**config.mk**
```make
export PLATFORM = sky130hd
export DESIGN_NAME = thpc_cfg
export DESIGN_NICKNAME = d
export VERILOG_FILES = /design/src/hdl/thpc_pkg.sv /design/src/hdl/thpc_cfg.sv
export SDC_FILE = /design/constraint.sdc
export NUM_CORES = 1
export LEC_CHECK = 0
export ABC_AREA = 1
export BUFFER_PORTS_ARGS = -buffer_cell sky130_fd_sc_hd__buf_2
export CORE_MARGIN = 5
export CORE_UTILIZATION = 45
export DETAILED_ROUTE_END_ITERATION = 8
export PLACE_DENSITY = 0.72
export SYNTH_ARGS = -nofsm -noshare
export SYNTH_HDL_FRONTEND = slang
export SYNTH_SLANG_ARGS = --single-unit
```
**constraint.sdc**
```tcl
create_clock -name clk -period 1.6 [get_ports clk]
set_input_delay 0.32 -clock clk [delete_from_list [all_inputs] [get_ports clk]]
set_output_delay 0.32 -clock clk [all_outputs]
set_load 0.03 [all_outputs]
```
**src/hdl/thpc_pkg.sv**
```systemverilog
// Shared constants, types and register codes of the tile half-plane cull block.
package thpc_pkg;

	// Sizing
	localparam int MAX_PLANES  = 6;
	localparam int COORD_WIDTH = 24;

	// Plane word layout: a, b, d from the low bits up
	localparam int COEF_W  = 21;
	localparam int A_LSB   = 0;
	localparam int B_LSB   = 21;
	localparam int D_LSB   = 42;
	localparam int PLANE_W = 63;

	// a*x carries 27 fraction bits, d carries 3: align d by this shift
	localparam int D_SHIFT = 24;

	localparam int PROD_W = COEF_W + COORD_WIDTH;
	localparam int DSC_W  = COEF_W + D_SHIFT;
	localparam int SUM_W  = ((PROD_W > DSC_W) ? PROD_W : DSC_W) + 2;

	// Payload widths
	localparam int FIRST_W = 24;
	localparam int COUNT_W = 9;
	localparam int PC_W    = 3;

	// Register indexes
	localparam int REG_CULL_ALL    = 0;
	localparam int REG_PLANE_COUNT = 1;
	localparam int REG_PLANE_0     = 2;
	localparam int REG_NUM         = REG_PLANE_0 + MAX_PLANES;

	localparam int CFG_IDX_W  = $clog2(REG_NUM);
	localparam int CFG_DATA_W = PLANE_W;

	typedef struct packed {
		logic signed [COORD_WIDTH-1:0] min_x;
		logic signed [COORD_WIDTH-1:0] min_z;
		logic signed [COORD_WIDTH-1:0] max_x;
		logic signed [COORD_WIDTH-1:0] max_z;
	} box_t;

	typedef logic [MAX_PLANES-1:0][PLANE_W-1:0] plane_arr_t;

	typedef struct packed {
		logic            cull_all;
		logic [PC_W-1:0] plane_count;
		plane_arr_t      planes;
	} cfg_t;

endpackage

```
**src/hdl/thpc_cfg.sv**
```systemverilog
// Configuration register file: cull_all, plane_count and the plane words.
module thpc_cfg import thpc_pkg::*; (
	input  logic                  clk,
	input  logic                  arst_n,
	input  logic                  cfg_we,
	input  logic [CFG_IDX_W-1:0]  cfg_index,
	input  logic [CFG_DATA_W-1:0] cfg_data,
	output cfg_t                  cfg
);

	logic            cull_all_q;
	logic [PC_W-1:0] plane_count_q;
	plane_arr_t      planes_q;

	always_ff @(posedge clk or negedge arst_n) begin
		if (!arst_n) begin
			cull_all_q    <= 1'b0;
			plane_count_q <= '0;
			planes_q      <= '0;
		end else if (cfg_we) begin
			if (cfg_index == CFG_IDX_W'(REG_CULL_ALL)) begin
				cull_all_q <= cfg_data[0];
			end
			if (cfg_index == CFG_IDX_W'(REG_PLANE_COUNT)) begin
				plane_count_q <= cfg_data[PC_W-1:0];
			end
			for (int k = 0; k < MAX_PLANES; k++) begin
				if (cfg_index == CFG_IDX_W'(REG_PLANE_0 + k)) begin
					planes_q[k] <= cfg_data[PLANE_W-1:0];
				end
			end
		end
	end

	assign cfg.cull_all    = cull_all_q;
	assign cfg.plane_count = plane_count_q;
	assign cfg.planes      = planes_q;

endmodule

```
==> run summary <==
outcome = completed
# port buffers = 450
CTS tree = done
Final Cycle Share = 0.916
Layout area overhead = 30.9%
core area = 0.0317 mm2
worst vdd ir = 0.704 mV
Worst Path Max Fanout = 2
post-synthesis simple-gate area fraction = 0.314
largest net degree at the start of global routing = 67
Synth Area in Adders = 0
Yosys reg bits = 382
Critical Path AT = 1.15 ns
worst-path cell chain = buf_2
Placed Cells = 2,463
R2R Path End = cfg[206]
Worst Path Buf+Inv = 1
max incr delay on CP = 0.40 ns
setup repair after global routing missed its margin = false
compound-cell area share of the yosys netlist = 0
cts repair resizes = 0
CP max-delay cell = dfrtp_1
Num CTS Buffers = 40
worst slew pin tran = 0.353 ns
die footprint = 0.0361 mm2
Nets = 2,173
worst r2r path cells = 2
WL/cell = 19.9 um
Mapped Cells = 1,645
power share of the combinational group = 0.287
fmax = 682 MHz
H-tree depth = 2
Post-Syn Area = 0.0146 mm2
Detailed Route Iter0 Violations = 861
Post-Route Skew = 0 ns
row cnt = 65
starting density of the core = 0.459
DIE WIDTH = 190 um
Synth cell types = 12
layout cells sized above 1 = 0.270
Worst R2R Setup Slack = 0.92 ns
Post-Layout Inst Area = 0.0191 mm2
gr usage total = 0.276
DRC Markers = 0
CP Class = flip-flop to primary output
max_cap viols = 0
max-slew violations = 0
vias in the first global route = 13,400
Die Span Y = 190 um
Sw Share = 0.373
Final setup violation count = 0
final setup TNS = 0 ns
drt total wl = 50.3 mm
post-synthesis sequential area ratio = 0.656
Post-Layout Cell Count = 2,530
Critical Path Start = cfg[310]
RR Startpoint = cfg[206]
internal cell power = 18.7 mW
Via density = 5.15
Root Buffer = clkbuf_16
HP Class = primary input to flip-flop
first-pass GRT wire length = 78.3 mm
number of top-level pins = 451
DP Area = 0.0178 mm2
CP endpoint kind = primary output
Clock power frac = 0.290
minimum clock period = 1.47 ns
crit path capture = cfg[310]
hold slack = 0.102 ns
PwrDens = 1570 mW/mm2
largest family of logic cells by synthesized area = simple AND/OR/NAND/NOR gates
Sink Count = 382
WP data required = 1.28 ns
clock buffer depth = 3
XOR/XNOR share of the synthesized area = 0
leakage = 11.1 nW
vias post-DR = 13,000
syn_nets = 1,714
Worst setup SP type = flip-flop
Routed Antenna Nets = 0
Worst path top cell family by delay = flip-flops
sequential fraction of design power = 0.423
grt ovf = 0
number of cells on the critical path = 1
Slew headroom = 0.765
switching power total = 11.1 mW
clk slew on worst S/H paths = 0.06 ns
GP Congestion = 0.893
proportion of synthesized area in mux cells = 0
later-pin clock latency in the skew report = 0.51 ns
initial antenna violation count = 1
hold path start = cfg_data[62]
hpwl dp = 35.0 mm
final hold viol count = 0
first-pass detailed-route iteration total = 5
Syn Area/Cell = 8.85 um2
synthesis warning total = 0
Overall Power = 29.8 mW
[cells in the final DEF, fill, tap and decap left out]
cell type	netlist	routed
buf_12	0	37
buf_2	48	449
buf_4	2	19
buf_8	0	1
clkbuf_1	40	12
clkbuf_16	0	41
clkbuf_8	0	7
clkinv_2	0	3
clkinvlp_4	0	1
dfrtp_1	382	382
diode_2	0	1
dlygate4sd3_1	0	1
inv_1	5	5
inv_2	1	1
inv_6	0	1
nand2_1	1026	1022
nand2_2	3	7
nand3_1	130	130
nor2_2	4	1
nor2_4	2	7
[synthesized netlist by cell type]
library cell,instances,area (um2)
nor2_2,4,25.0
clkbuf_1,40,150
nor2_4,2,22.5
dfrtp_1,382,9560
nor2_1,2,7.51
inv_2,1,3.75
inv_1,5,18.8
nand2_2,3,18.8
buf_4,2,15.0
nand2_1,1026,3850
nand3_1,130,651
buf_2,48,240
[final cells by class]
class | count | area (um2)
Clock inverter | 5 | 31.3
Tap cell | 402 | 503
Multi-Input combinational cell | 1167 | 4620
Timing Repair Buffer | 507 | 3160
Fill cell | 2815 | 12700
Sequential cell | 382 | 9560
Clock buffer | 60 | 1170
Inverter | 6 | 22.5
Antenna cell | 1 | 2.50
[per-stage QoR]
stage / utilization / setup WS [ns]
after floorplan: - / 0.414
after global routing: 0.601 / 0.0808
final: 0.601 / 0.135
after global placement: 0.563 / 0.157
after detailed placement: 0.563 / 0.146
after CTS: 0.601 / 0.121
[cell families (layout without fill, tap and decap cells)]
logic type,count (synthesis),in the layout
other cells,0,1
simple gates,1167,1167
flops,382,382
buf+inv,96,578
[state kept, by name (all words and copies together) (netlist names)]
name	flops
cfg	378
plane_count_q	3
cull_all_q	1
[metal layers]
metal	GRT usage	vias up	share of wire
met2	0.463	636	0.49
met4	0.123	0	0.046
li1	-	5957	-
met1	0.347	6294	0.38
met5	0	-	0
met3	0.0594	133	0.087
[power groups by stage]
stage                     clock network, mW  registers (mW)  logic (mW)
after global routing                   9.21            12.8        9.15
final                                  8.67            12.6        8.56
after global placement                    0            12.7        8.49
after floorplan                           0            16.2        1.62
after detailed placement                  0            12.7        8.64
after CTS                              8.78            12.6        8.65
[worst min path at each step]
stage	endpoint	slack, ns	cells past startpoint
CTS	cfg[314]	0.09	3
global placement	cfg[259]	0.23	1
detailed placement	cfg[261]	0.23	1
global route	cfg[314]	0.09	3
floorplan	cfg[0]	0.02	0
finish	cfg[314]	0.10	3
[repair_timing]
| item | in CTS | in global routing |
|---|---|---|
| buffers inserted | 0 | 0 |
| hold buffers | 1 | 0 |
| endpoints found under the hold margin | 65 | 0 |
Power figures use the tool's default switching activity.
